$ cat config.mk
export PLATFORM = sky130hd
export DESIGN_NAME = three_channel_root_counter_timer_unit
export DESIGN_NICKNAME = d
export VERILOG_FILES = /design/src/design/rct_pkg.sv /design/src/design/three_channel_root_counter_timer_unit.sv /design/src/design/rct_ctrl.sv /design/src/design/rct_dp.sv
export SDC_FILE = /design/constraint.sdc
export NUM_CORES = 1
export LEC_CHECK = 0
export ABC_AREA = 1
export BUFFER_PORTS_ARGS = -buffer_cell sky130_fd_sc_hd__clkbuf_2
export CORE_AREA = 2 2 188 375
export DETAILED_ROUTE_END_ITERATION = 10
export DIE_AREA = 0 0 190 377
export PLACE_DENSITY = 0.52
export SLEW_MARGIN = 20
export SYNTH_ARGS = -nofsm -noshare
export SYNTH_HDL_FRONTEND = slang
export SYNTH_SLANG_ARGS = --single-unit
$ cat constraint.sdc
create_clock -name clk -period 14.4 [get_ports clk]
set_clock_uncertainty 0.1 [all_clocks]
set_input_delay 2.88 -clock clk [delete_from_list [all_inputs] [get_ports clk]]
set_output_delay 2.88 -clock clk [all_outputs]
set_load 0.05 [all_outputs]
$ cat src/design/rct_pkg.sv
// Package for the three-channel root counter timer.
// Holds command codes, register offsets, mode bit positions and the
// controller/datapath command and status types. No dependencies.
package rct_pkg;

  localparam int unsigned NumTimers = 3;
  localparam int unsigned TickW     = 8;

  typedef enum logic [2:0] {
    CMD_READ     = 3'd0,
    CMD_WRITE    = 3'd1,
    CMD_TICK     = 3'd2,
    CMD_HB_ENTER = 3'd3,
    CMD_HB_LEAVE = 3'd4,
    CMD_VB_ENTER = 3'd5,
    CMD_VB_LEAVE = 3'd6,
    CMD_NONE     = 3'd7
  } cmd_t;

  localparam logic [3:0] OFF_COUNT  = 4'd0;
  localparam logic [3:0] OFF_MODE   = 4'd4;
  localparam logic [3:0] OFF_TARGET = 4'd8;

  localparam logic [1:0] WIDTH_HALF = 2'd1;
  localparam logic [1:0] WIDTH_WORD = 2'd2;

  localparam int unsigned BitWrap    = 3;
  localparam int unsigned BitSrc0    = 8;
  localparam int unsigned BitSrc1    = 9;
  localparam int unsigned BitIrqOff  = 10;
  localparam int unsigned BitReached = 11;
  localparam int unsigned BitOvf     = 12;

  typedef enum logic [2:0] {
    ST_IDLE,
    ST_EXEC,
    ST_LOAD,
    ST_TIMER,
    ST_WRAP,
    ST_OUT
  } state_t;

  // Controller to datapath commands.
  typedef struct packed {
    logic       capture;   // latch the accepted item
    logic       exec;      // perform the execute part of an item (bus, blank, prescaler)
    logic       load;      // load the tick amount of the selected timer
    logic       step;      // one advance step on the selected timer
    logic       wrap_step; // one restoring step of the target modulo, or its write-back
    logic [1:0] timer;     // timer under work for tick items
  } ctl_t;

  // Datapath to controller status.
  typedef struct packed {
    logic is_tick;    // captured item is a system tick
    logic more;       // selected timer still has ticks to apply
    logic need_wrap;  // current step needs a modulo by target + 1
    logic wrap_done;  // modulo steps finished
  } sts_t;

endpackage

$ cat src/design/three_channel_root_counter_timer_unit.sv
// Top level of the three-channel root counter timer.
// Instantiates rct_ctrl and rct_dp; depends on rct_pkg.
//
// Channel | Direction | Fields (tdata, lowest bit first)
// in_     | slave     | cmd[2:0] access_width[4:3] reg_address[10:5]
//         |           | write_data[26:11] tick_count[34:27], zero fill to 40
// out_    | master    | read_data[15:0] read_valid[16], zero fill to 24
//
// Bus and blank items execute in the cycle after their transfer in; the result
// is offered from the next cycle. A tick item runs the prescaler, then for each
// timer a load, its advance steps (split where the count passes 0xFFFF) and a
// closing check, with a modulo by target + 1 after each step that takes a
// wrapping timer past its target; the result is then offered.
// Reset is synchronous and active low; all timers restart running at zero.
// A stalled result is held and the next item is taken in the same cycle
// the result transfers out.
module three_channel_root_counter_timer_unit (
  input  logic        clk,
  input  logic        rst_n,
  input  logic        in_tvalid,
  output logic        in_tready,
  input  logic [39:0] in_tdata,   // cmd, access_width, reg_address, write_data, tick_count
  output logic        out_tvalid,
  input  logic        out_tready,
  output logic [23:0] out_tdata   // read_data, read_valid
);
  import rct_pkg::*;

  ctl_t ctl;
  sts_t sts;
  logic in_fire, out_fire;
  logic [15:0] rd;
  logic        rv;

  assign in_fire  = in_tvalid & in_tready;
  assign out_fire = out_tvalid & out_tready;

  rct_ctrl u_ctrl (
    .clk, .rst_n, .in_fire, .out_fire, .sts, .ctl,
    .in_ready(in_tready), .out_valid(out_tvalid)
  );

  rct_dp u_dp (
    .clk, .rst_n, .ctl,
    .cmd(in_tdata[2:0]), .access_width(in_tdata[4:3]), .reg_address(in_tdata[10:5]),
    .write_data(in_tdata[26:11]), .tick_count(in_tdata[34:27]),
    .sts, .read_data(rd), .read_valid(rv)
  );

  assign out_tdata = {7'd0, rv, rd};

  a_no_dup: assert property (@(posedge clk) disable iff (!rst_n)
    out_fire |=> !out_tvalid || in_tready == 1'b0) else $error("result repeated");
  a_ready_idle: assert property (@(posedge clk) disable iff (!rst_n)
    (in_tready && !out_tvalid) |=> !out_tvalid || $past(in_fire) == 1'b0)
    else $error("result without item");
  a_rv_zero: assert property (@(posedge clk) disable iff (!rst_n)
    (out_tvalid && !out_tdata[16]) |-> out_tdata[15:0] == '0) else $error("stray read data");
endmodule

$ cat src/design/rct_ctrl.sv
// Controller state machine of the root counter timer.
// Depends on rct_pkg for state, command and status types.
module rct_ctrl (
  input  logic          clk,
  input  logic          rst_n,
  input  logic          in_fire,
  input  logic          out_fire,
  input  rct_pkg::sts_t sts,
  output rct_pkg::ctl_t ctl,
  output logic          in_ready,
  output logic          out_valid
);
  import rct_pkg::*;

  state_t     state_r, state_nxt;
  logic [1:0] timer_r, timer_nxt;

  always_ff @(posedge clk) begin
    if (!rst_n) begin
      state_r <= ST_IDLE;
      timer_r <= 2'd0;
    end else begin
      state_r <= state_nxt;
      timer_r <= timer_nxt;
    end
  end

  always_comb begin
    state_nxt = state_r;
    timer_nxt = timer_r;
    case (state_r)
      ST_IDLE: begin
        if (in_fire) state_nxt = ST_EXEC;
      end
      ST_EXEC: begin
        timer_nxt = 2'd0;
        state_nxt = sts.is_tick ? ST_LOAD : ST_OUT;
      end
      ST_LOAD: state_nxt = ST_TIMER;
      ST_TIMER: begin
        if (sts.more) begin
          if (sts.need_wrap) state_nxt = ST_WRAP;
        end else if (timer_r == 2'd2) begin
          state_nxt = ST_OUT;
        end else begin
          timer_nxt = timer_r + 2'd1;
          state_nxt = ST_LOAD;
        end
      end
      ST_WRAP: begin
        if (sts.wrap_done) state_nxt = ST_TIMER;
      end
      ST_OUT: begin
        if (out_fire) state_nxt = in_fire ? ST_EXEC : ST_IDLE;
      end
      default: state_nxt = ST_IDLE;
    endcase
  end

  always_comb begin
    ctl           = '0;
    ctl.timer     = timer_r;
    in_ready      = 1'b0;
    out_valid     = 1'b0;
    case (state_r)
      ST_IDLE: begin
        in_ready    = 1'b1;
        ctl.capture = in_fire;
      end
      ST_EXEC:  ctl.exec = 1'b1;
      ST_LOAD:  ctl.load = 1'b1;
      ST_TIMER: ctl.step = sts.more;
      ST_WRAP:  ctl.wrap_step = 1'b1;
      ST_OUT: begin
        out_valid   = 1'b1;
        in_ready    = out_fire;
        ctl.capture = in_fire;
      end
      default: ;
    endcase
  end

  a_wrap_from_timer: assert property (@(posedge clk) disable iff (!rst_n)
    (state_r == ST_WRAP && $past(state_r) != ST_WRAP) |-> $past(state_r) == ST_TIMER)
    else $error("modulo entered from wrong state");
  a_timer_range: assert property (@(posedge clk) disable iff (!rst_n)
    timer_r != 2'd3) else $error("timer index out of range");
  a_out_hold: assert property (@(posedge clk) disable iff (!rst_n)
    (out_valid && !out_fire) |=> out_valid) else $error("result dropped");
  a_one_cmd: assert property (@(posedge clk) disable iff (!rst_n)
    $onehot0({ctl.capture, ctl.exec, ctl.load, ctl.step, ctl.wrap_step}))
    else $error("conflicting datapath commands");
endmodule

$ cat src/design/rct_dp.sv
// Datapath of the root counter timer: timer state, bus access, blank sync,
// tick advance and a shift-and-subtract modulo unit. Depends on rct_pkg.
module rct_dp (
  input  logic                      clk,
  input  logic                      rst_n,
  input  rct_pkg::ctl_t             ctl,
  input  logic [2:0]                cmd,
  input  logic [1:0]                access_width,
  input  logic [5:0]                reg_address,
  input  logic [15:0]               write_data,
  input  logic [rct_pkg::TickW-1:0] tick_count,
  output rct_pkg::sts_t             sts,
  output logic [15:0]               read_data,
  output logic                      read_valid
);
  import rct_pkg::*;

  logic [15:0] count_r  [NumTimers];
  logic [12:0] mode_r   [NumTimers];
  logic [15:0] target_r [NumTimers];
  logic [NumTimers-1:0] run_r;
  logic [2:0]  pre_r;
  logic        hb_r, vb_r;

  logic [2:0]  cmd_r;
  logic [1:0]  width_r;
  logic [5:0]  addr_r;
  logic [15:0] wdata_r;
  logic [TickW-1:0] left_r;   // ticks still to apply to current timer
  logic [TickW-1:0] tick_r;
  logic [TickW-1:0] over8_r;
  logic [15:0] rd_r;
  logic        rv_r;

  // Modulo unit: remainder of a 17-bit value by target + 1, one bit per cycle.
  logic [16:0] rem_r;
  logic [32:0] dsh_r;
  logic [4:0]  wcnt_r;

  logic [1:0] n;
  logic [3:0] off;
  logic       mapped;
  assign n      = addr_r[5:4];
  assign off    = addr_r[3:0];
  assign mapped = (width_r == WIDTH_HALF || width_r == WIDTH_WORD) && n != 2'd3 &&
                  (off == OFF_COUNT || off == OFF_MODE || off == OFF_TARGET);

  // Amount of ticks assigned to timer tn by the tick item.
  function automatic logic [TickW-1:0] src_amt(input logic [1:0] tn, input logic [12:0] m,
                                               input logic [TickW-1:0] tk,
                                               input logic [TickW-1:0] o8);
    logic [TickW-1:0] a;
    a = tk;
    if (tn == 2'd2) begin
      if (m[BitSrc1]) a = o8;
    end else if (m[BitSrc0]) begin
      a = '0;
    end
    return a;
  endfunction

  logic [1:0]  t;
  logic [15:0] cur, tgt;
  logic [12:0] md;
  logic [16:0] edge_d, left_x, amt, sum;
  logic        crosses;
  assign t        = ctl.timer;
  assign cur      = count_r[t];
  assign tgt      = target_r[t];
  assign md       = mode_r[t];
  // A step never goes past 65536, so an advance splits at the overflow point.
  assign edge_d   = 17'h10000 - {1'b0, cur};
  assign left_x   = {{(17-TickW){1'b0}}, left_r};
  assign amt      = (left_x < edge_d) ? left_x : edge_d;
  assign sum      = {1'b0, cur} + amt;
  assign crosses  = sum > {1'b0, tgt} && cur <= tgt;

  assign sts.is_tick   = cmd_r == CMD_TICK;
  assign sts.more      = left_r != '0;
  assign sts.need_wrap = crosses && md[BitWrap];
  assign sts.wrap_done = wcnt_r == 5'd0;

  assign read_data  = rd_r;
  assign read_valid = rv_r;

  // Blank sync helper result.
  function automatic logic [1:0] blank_fx(input logic [12:0] m, input logic act,
                                          input logic run);
    // returns {clear_count, new_run}
    logic c, r;
    c = 1'b0;
    r = run;
    if (m[0]) begin
      case (m[2:1])
        2'd0: r = ~act;
        2'd1: c = act;
        2'd2: begin r = act; c = act; end
        default: if (act) r = 1'b1;
      endcase
    end
    return {c, r};
  endfunction

  always_ff @(posedge clk) begin
    logic [12:0] nm;
    logic [1:0]  bf;
    logic [8:0]  psum;
    logic        nr;
    logic        blk;
    logic        hz;
    if (!rst_n) begin
      for (int i = 0; i < NumTimers; i++) begin
        count_r[i]  <= '0;
        mode_r[i]   <= '0;
        target_r[i] <= '0;
      end
      run_r   <= '1;
      pre_r   <= '0;
      hb_r    <= 1'b0;
      vb_r    <= 1'b0;
      cmd_r   <= '0;
      width_r <= '0;
      addr_r  <= '0;
      wdata_r <= '0;
      tick_r  <= '0;
      over8_r <= '0;
      left_r  <= '0;
      rd_r    <= '0;
      rv_r    <= 1'b0;
      rem_r   <= '0;
      dsh_r   <= '0;
      wcnt_r  <= '0;
    end else begin
      if (ctl.capture) begin
        cmd_r   <= cmd;
        width_r <= access_width;
        addr_r  <= reg_address;
        wdata_r <= write_data;
        tick_r  <= tick_count;
        rd_r    <= '0;
        rv_r    <= 1'b0;
      end
      if (ctl.exec) begin
        case (cmd_r)
          CMD_READ: if (mapped) begin
            rv_r <= 1'b1;
            case (off)
              OFF_COUNT: rd_r <= count_r[n];
              OFF_MODE: begin
                rd_r <= {3'd0, mode_r[n]};
                mode_r[n] <= mode_r[n] & ~13'h1800;
              end
              default: rd_r <= target_r[n];
            endcase
          end
          CMD_WRITE: if (mapped) begin
            case (off)
              OFF_COUNT: count_r[n] <= wdata_r;
              OFF_MODE: begin
                nm  = (mode_r[n] & 13'h1800) | {3'd0, wdata_r[9:0]} | 13'h0400;
                blk = (n == 2'd0) ? hb_r : vb_r;
                nr  = 1'b1;
                if (nm[0]) begin
                  if (n != 2'd2) begin
                    case (nm[2:1])
                      2'd0: nr = ~blk;
                      2'd2: nr = blk;
                      2'd3: nr = 1'b0;
                      default: ;
                    endcase
                  end else if (nm[2:1] == 2'd0 || nm[2:1] == 2'd3) begin
                    nr = 1'b0;
                  end
                end
                mode_r[n]  <= nm;
                count_r[n] <= '0;
                run_r[n]   <= nr;
              end
              default: target_r[n] <= wdata_r;
            endcase
          end
          CMD_TICK: begin
            // Timer 2 may count every eighth system clock.
            psum    = {6'd0, pre_r} + {1'b0, tick_r};
            pre_r   <= psum[2:0];
            over8_r <= TickW'(psum[8:3]);
          end
          CMD_HB_ENTER, CMD_HB_LEAVE: begin
            hb_r <= cmd_r == CMD_HB_ENTER;
            bf = blank_fx(mode_r[0], cmd_r == CMD_HB_ENTER, run_r[0]);
            run_r[0] <= bf[0];
            if (bf[1]) count_r[0] <= '0;
            // Hblank entry clocks a running timer 1 once when hblank is its source.
            if (cmd_r == CMD_HB_ENTER && mode_r[1][BitSrc0] && run_r[1]) begin
              nm = mode_r[1];
              hz = count_r[1] == target_r[1] && mode_r[1][BitWrap];
              if (count_r[1] == target_r[1]) nm[BitReached] = 1'b1;
              if (!hz && count_r[1] == 16'hffff) nm[BitOvf] = 1'b1;
              count_r[1] <= hz ? 16'd0 : count_r[1] + 16'd1;
              mode_r[1]  <= nm;
            end
          end
          CMD_VB_ENTER, CMD_VB_LEAVE: begin
            vb_r <= cmd_r == CMD_VB_ENTER;
            bf = blank_fx(mode_r[1], cmd_r == CMD_VB_ENTER, run_r[1]);
            run_r[1] <= bf[0];
            if (bf[1]) count_r[1] <= '0;
          end
          default: ;
        endcase
      end
      if (ctl.load) begin
        // A stopped timer has nothing to apply for the whole item.
        left_r <= run_r[t] ? src_amt(t, mode_r[t], tick_r, over8_r) : '0;
      end
      if (ctl.step) begin
        nm = md;
        if (crosses) nm[BitReached] = 1'b1;
        if (crosses && md[BitWrap]) begin
          rem_r  <= sum;
          dsh_r  <= {({1'b0, tgt} + 17'd1), 16'd0};
          wcnt_r <= 5'd17;
        end else begin
          if (sum[16]) nm[BitOvf] = 1'b1;
          count_r[t] <= sum[15:0];
        end
        mode_r[t] <= nm;
        left_r    <= left_r - amt[TickW-1:0];
      end
      if (ctl.wrap_step) begin
        if (wcnt_r != 5'd0) begin
          if (dsh_r <= {16'd0, rem_r}) rem_r <= rem_r - dsh_r[16:0];
          dsh_r  <= dsh_r >> 1;
          wcnt_r <= wcnt_r - 5'd1;
        end else begin
          // The remainder is below target + 1, so it always fits 16 bits.
          count_r[t] <= rem_r[15:0];
        end
      end
    end
  end

  a_rv_data: assert property (@(posedge clk) disable iff (!rst_n)
    !rv_r |-> rd_r == '0) else $error("read data stray");
  a_wrap_div: assert property (@(posedge clk) disable iff (!rst_n)
    (ctl.wrap_step && wcnt_r != 5'd0) |-> dsh_r != '0) else $error("modulo by zero");
  a_wrap_fit: assert property (@(posedge clk) disable iff (!rst_n)
    (ctl.wrap_step && wcnt_r == 5'd0) |-> rem_r < 17'h10000) else $error("remainder too wide");
  a_step_amt: assert property (@(posedge clk) disable iff (!rst_n)
    ctl.step |-> (amt != '0 && amt <= 17'h10000)) else $error("step out of range");
endmodule
# [After elaboration in Yosys (flattened, before gate mapping)]
# Memories as Yosys holds them, arrays and structs flattened. A register that Yosys moved wholly into a read port is not among the register bits.
# Cells that the tools add are included.
[classes] add_sub_neg=9 order_cmp=7 n_eq_ne=40 n_mux=184 n_bitwise=13 reduce_logical=47
[op_table] cell="16-bit two-way mux" count=13
[op_table] cell="33-bit two-way mux" count=4
[op_table] cell="1-bit two-way mux" count=107
[op_table] cell="17-bit two-way mux" count=6
[op_table] cell="13-bit two-way mux" count=4
[op_table] cell="8-bit two-way mux" count=6
[op_table] cell="16-bit OR reduction" count=3
[op_table] cell="2-bit two-way mux" count=21
[op_table] cell="33-bit by 17-bit less-or-equal comparator with 1-bit output" count=1
[op_table] cell="16-bit case mux with 2 select lines" count=1
[op_table] cell="13-bit OR reduction" count=2
[op_table] cell="3-bit two-way mux" count=7
[op_table] cell="5-bit two-way mux" count=4
[op_table] cell="3-bit case mux with 6 select lines" count=1
[op_table] cell="16-bit by 1-bit adder with 17-bit output (second input constant)" count=1
[op_table] cell="16-bit by 17-bit adder with 17-bit output" count=1
[op_table] cell="17-bit by 16-bit greater-than comparator with 1-bit output" count=1
[op_table] cell="8-bit by 17-bit < comparator with 1-bit output" count=1
[op_table] cell="17-bit by 16-bit subtractor with 17-bit output (first input constant)" count=1
[op_table] cell="17-bit subtractor" count=1
[op_table] cell="16-bit by 1-bit adder with 16-bit output (second input constant)" count=1
[op_table] cell="16-bit equality test" count=1
[op_table] cell="16-bit equality test (second input constant)" count=1
[op_table] cell="16-bit less-or-equal comparator" count=1
[op_table] cell="other kinds (42)" count=110
[totals] reg_bits=134 ram_bits=135 in_bits=44 output_inout_bits=26 word_cells=323 n_memories=3
[mem_list] memory="u_dp.count_r" depth=3 width=16 read_ports=3 rd_clocked_by_memory_dff=2 write_ports=3 line_no="rct_dp.sv:18" text="logic [15:0] count_r [NumTimers];"
[mem_list] memory="u_dp.target_r" depth=3 width=16 read_ports=3 rd_clocked_by_memory_dff=2 write_ports=3 line_no="rct_dp.sv:20" text="logic [15:0] target_r [NumTimers];"
[mem_list] memory="u_dp.mode_r" depth=3 width=13 read_ports=4 rd_clocked_by_memory_dff=2 write_ports=3 line_no="rct_dp.sv:19" text="logic [12:0] mode_r [NumTimers];"

# [Logic depth before layout (Yosys ltp)]
# An unclocked memory read counts as a cell.
[depth] ltp_word=16 ltp_mapped=58 depth_no_buf=52

# [Modules after synthesis]
# From an unflattened synthesis, not the netlist that was laid out.
[hier_totals] hier_cells=2935 area_unflattened_um2=21640.8
[modules_own_cells] module="rct_dp" instances=1 cells_per_inst=2853 area_each_um2=21120.3 seq_area_each_um2=8027.7
[modules_own_cells] module="rct_ctrl" instances=1 cells_per_inst=69 area_each_um2=441.7 seq_area_each_um2=100.1
[modules_own_cells] module="three_channel_root_counter_timer_unit" instances=1 cells_per_inst=13 area_each_um2=78.8 seq_area_each_um2=0.0

# [Worst setup path before layout]
# OpenSTA, ideal clock, no wires.
[synth_path] path_kind="register -> register" start="reg with a tool-made name" end="mem u_dp.count_r[1][0] (enable)" setup_ps=451 arrival_time_ps=6922 required_time_ps=13849 slack_ps=6926 path_stages_with_launch=57 path_buffers=5 period_less_slack_ps=7474 path_cell_list="dfxtp_1 > buf_6 > inv_4 > buf_8 > buf_6 > nand2_1 > o211ai_1 > nand2_2 > ha_1 > inv_1 > nor3_4 > xor2_1 > ha_1 > nand2_1 > nor2_1 > a211oi_1 > o21ai_0 > nand3_1 > [... 21 more ...] > nand2_1 > nand2_1 > nand2_1 > nand2_1 > nand2_1 > nand2_1 > nand2_1 > nand2_1 > nand3_2 > nand3_2 > nand2_2 > inv_1 > nand2_1 > nand2_2 > nor2_2 > inv_2 > buf_2 > nand4_1"
[synth_rtl] element="end, declared" line_no="rct_dp.sv:18"

==> summary.txt <==
Setup path
  – CP Launch Type: flip-flop
  – CP required: around 15 ns
  – Reg-to-reg endpoint: u_dp.count_r[2][0]$_SDFFCE_PN0P_
  – Worst Path Arrival: approximately 11 ns
  – Crit-path max FO: ~50
  – Most common cell on crit path: nand2_1
  – R2R depth: 48
  – Worst reg2reg setup slack: 3.33 ns
  – Worst setup EP type: flip-flop
  – Slowest stage cell, crit path: nand2_1
  – CP peak stage delay: ~0.9 ns
  – Crit Path Class: reg2reg

Min path
  – Hold endpoint: u_dp.read_data[11]$_SDFF_PN0_
  – Hold Crit Class: reg2reg
  – Hold wc startpoint: u_dp.read_data[11]$_SDFF_PN0_
  – Worst hold stages: 2

Power
  – Pwr dens: between 150 and 200 mW/mm^2
  – Pwr Total: around 3.7 mW
  – Power share of the clock group: 21.9%
  – VDD IR-drop max: 0.120 mV
  – Logic pwr share: between 40 and 50%
  – Sequential Power Share: about 32%
  – LEAKAGE: 9.15 nW
  – NetSw: 1.74 mW
  – Cell Int Power: between 1.5 and 2 mW
  – Sw Ratio: ~47%

Synthesis
  – Post-synth EDFFs: ~160
  – Post-synth ARST share: 0%
  – Synth Cell Area: 0.0205 sq mm
  – Syn avg cell area: 7.53 sq um
  – Post-synthesis sequential area ratio: between 30% and 40%
  – Cells after Synth: roughly 2700
  – Post-synth cell types: 62
  – YS warnings: 0
  – Post-synthesis register bit count: 318
  – Main synth FF type: edfxtp_1

Routing
  – Vias per cell: between 5 and 6
  – Routed metal-1 wirelength: approximately 27000 microns
  – Initial DRT Pass Iterations: 7
  – DRT Wirelength: 84800 microns
  – Antenna Nets Post-Route: 0
  – Met2 wire len: ~43000 microns
  – Wire length on met3: 4220 microns
  – WL/cell: 23.1 microns
  – Via count: between 15000 and 20000
  – Highest routed layer: met5
  – DRC Markers: 0
  – Drt initial violations: between 1000 and 1500

Cells and area
  – Antenna Diode Count: 0
  – Final Instance Area: around 0.023 sq mm
  – Sequential cell area: between 0.008 and 0.009 sq mm
  – Area Growth Syn to Fin: 10.1%
  – Fillers: between 7000 and 8000
  – Area of the multi-input gates: ~0.011 sq mm
  – Non-filler instance count after layout: 3666
  – Ratio of cells with drive above 1 in the final layout: between 7 and 8%
  – Nets: roughly 2900

STA
  – Hold Violations, Final: 0
  – Relative slew slack: 25.6%
  – F_max: about 90 MHz
  – Worst Tran Pin Value: 1.12 ns
  – Final setup margin: roughly 3.3 ns
  – Final min period: ~11 ns
  – Final setup TNS: 0 ns
  – RSZ-0062 raised after global routing: false
  – Max Slew Vio Count: 0
  – Final worst path period share: 76.9%
  – Final setup vio count: 0

Clock network
  – H-tree depth: 1
  – Number of post-CTS setup repair buffers: 0
  – Sink Count: about 320
  – Clk_lat worst skew: ~0.63 ns
  – Clk buf depth: 3
  – CTS tree: built
  – Total CTS buffers: 31
  – Post-CTS sizing: 0
  – Root Buffer: clkbuf_16
  – Hold buffer count at cts: 0
  – CTS clk-pin slew, worst paths: roughly 0.07 ns

Place
  – Input/output buffers: 57
  – RD Place Congestion: approximately 0.96
  – Detail Placement HPWL: ~64000 microns
  – Placed cells: ~3600
  – DP Worst Slack: about 3.4 ns
  – Placed Instance Area: 0.0216 sq mm

Floorplan
  – Die Wd: between 150 and 200 microns
  – Initial Util: between 20 and 30%
  – Die Ht: 377 microns
  – Die area: a little over 0.07 sq mm
  – Core Box Area: about 0.07 sq mm
  – Io pins: 70
  – Row count: about 140

Run
  – Maximum capacitance violations: 0

Global routing
  – Vias in the first global route: slightly below 20000
  – Largest net degree at the start of global routing: 70
  – Initial antenna violation count: 2
  – Tot GR Track Use: a little under a quarter
  – Total gr overflow: 0
  – Global-route wire length before repair: about 120000 microns

Outcome
  – Outcome: complete, no violations
[cells by family after synthesis]
family                   synth area share, %
AO/OA/AOI/OAI                           20.2
XOR/XNOR                                3.24
adder cells (fa/ha/maj)                 7.15
buffers and inverters                   9.84
flip-flops                              39.0
multiplexers                           0.146
other                                 0.0183
AND/OR/NAND/NOR                         20.4
[routing by layer]
metal | global-route usage [%] | vias up
met2 | 42.7 | 664
met5 | 0 | -
li1 | - | 9211
met4 | 25.0 | 2
met3 | 3.58 | 310
met1 | 21.3 | 9304
[cells in the mapped netlist, drive strengths merged, types with 32 or more instances]
master / number / area [sq um]
a21oi: 278 / 1390
buf: 51 / 354
clkbuf: 82 / 308
dfxtp: 154 / 3080
edfxtp: 164 / 4920
ha: 111 / 1390
inv: 358 / 1350
nand2: 499 / 1910
nand3: 132 / 708
nor2: 273 / 1040
nor3: 34 / 229
o211ai: 32 / 240
o21ai: 294 / 1470
o22ai: 40 / 250
xor2: 66 / 578
[registers in the layout, indices dropped and copies added (netlist names), 2 cells and up, named ones only]
signal and count:
u_dp.run_r 3, u_dp.wcnt_r 5, u_ctrl.state_r 3, u_dp.width_r 2, u_dp.addr_r 6, u_dp.rem_r 17
u_ctrl.timer_r 2, u_dp.pre_r 3, u_dp.over8_r 6, u_dp.tick_r 8, u_dp.mode_r 52, u_dp.count_r 64
u_dp.read_data 16, u_dp.left_r 8, u_dp.wdata_r 16, u_dp.dsh_r 33, u_dp.target_r 64, u_dp.cmd_r 3
[how the worst max path moves through the flow]
stage | start | to | slack [ns] | cells after the start
after floorplan | flip-flop | u_dp.count_r[1][0]$_DFFE_PP_ | 6.93 | 56
after global placement | flip-flop | u_dp.count_r[1][9]$_DFFE_PP_ | 3.11 | 51
after detailed placement | flip-flop | u_dp.count_r[2][1]$_SDFFCE_PN0P_ | 3.42 | 48
after CTS | flip-flop | u_dp.count_r[2][1]$_SDFFCE_PN0P_ | 3.35 | 48
after global routing | flip-flop | u_dp.count_r[1][3]$_DFFE_PP_ | 2.51 | 53
final | flip-flop | u_dp.count_r[2][0]$_SDFFCE_PN0P_ | 3.33 | 48
[worst max-delay path, delay by kind of cell (launching register included)]
kind / cells / cell delay [ns]
and+or+nand+nor: 27 / 4.58
adders and majority gates: 5 / 1.45
xor gates and xnor gates: 2 / 0.75
AOI/OAI and AO/OA: 9 / 1.63
DFF: 1 / 0.73
buffers and inverters: 5 / 1.34
[per-stage QoR]
stage,utilization (%),hold WS [ns]
floorplan,-,0.330
global placement,31.5,0.350
detailed placement,31.6,0.357
CTS,33.0,0.367
global route,33.0,0.377
finish,33.0,0.363
[layout by cell type (no fill, tap or decap), types with 17 or more instances in the layout]
| cell type | count |
|---|---|
| nand2_1 | 484 |
| inv_1 | 337 |
| o21ai_0 | 279 |
| a21oi_1 | 278 |
| nor2_1 | 266 |
| edfxtp_1 | 164 |
| dfxtp_1 | 151 |
| nand3_1 | 124 |
| ha_1 | 111 |
| xor2_1 | 66 |
| clkbuf_2 | 56 |
| o22ai_1 | 40 |
| o211ai_1 | 32 |
| clkbuf_16 | 31 |
| buf_4 | 31 |
| conb_1 | 30 |
| nor3_1 | 24 |
| inv_2 | 20 |
| nand4_1 | 19 |
| a211oi_1 | 17 |
[area by class of cell]
cell class                 instances  area share (%)
inverter                         361            6.01
tap                              897            4.97
sequential                       318            35.5
multi-input combinational       1944            47.0
timing repair buffer              88            2.34
clock inverter                    12           0.393
clock buffer                      46            3.81
[power by group through the flow]
stage               Combinational (mW)  Clock (mW)  Sequential, mW
CTS                               1.68       0.824            1.19
floorplan                         1.14           0            1.13
detailed placement                1.67           0            1.21
global placement                  1.66           0            1.21
finish                            1.70       0.813            1.20
global route                      1.88       0.856            1.20
Note: power is estimated with default switching activity, not from simulation.
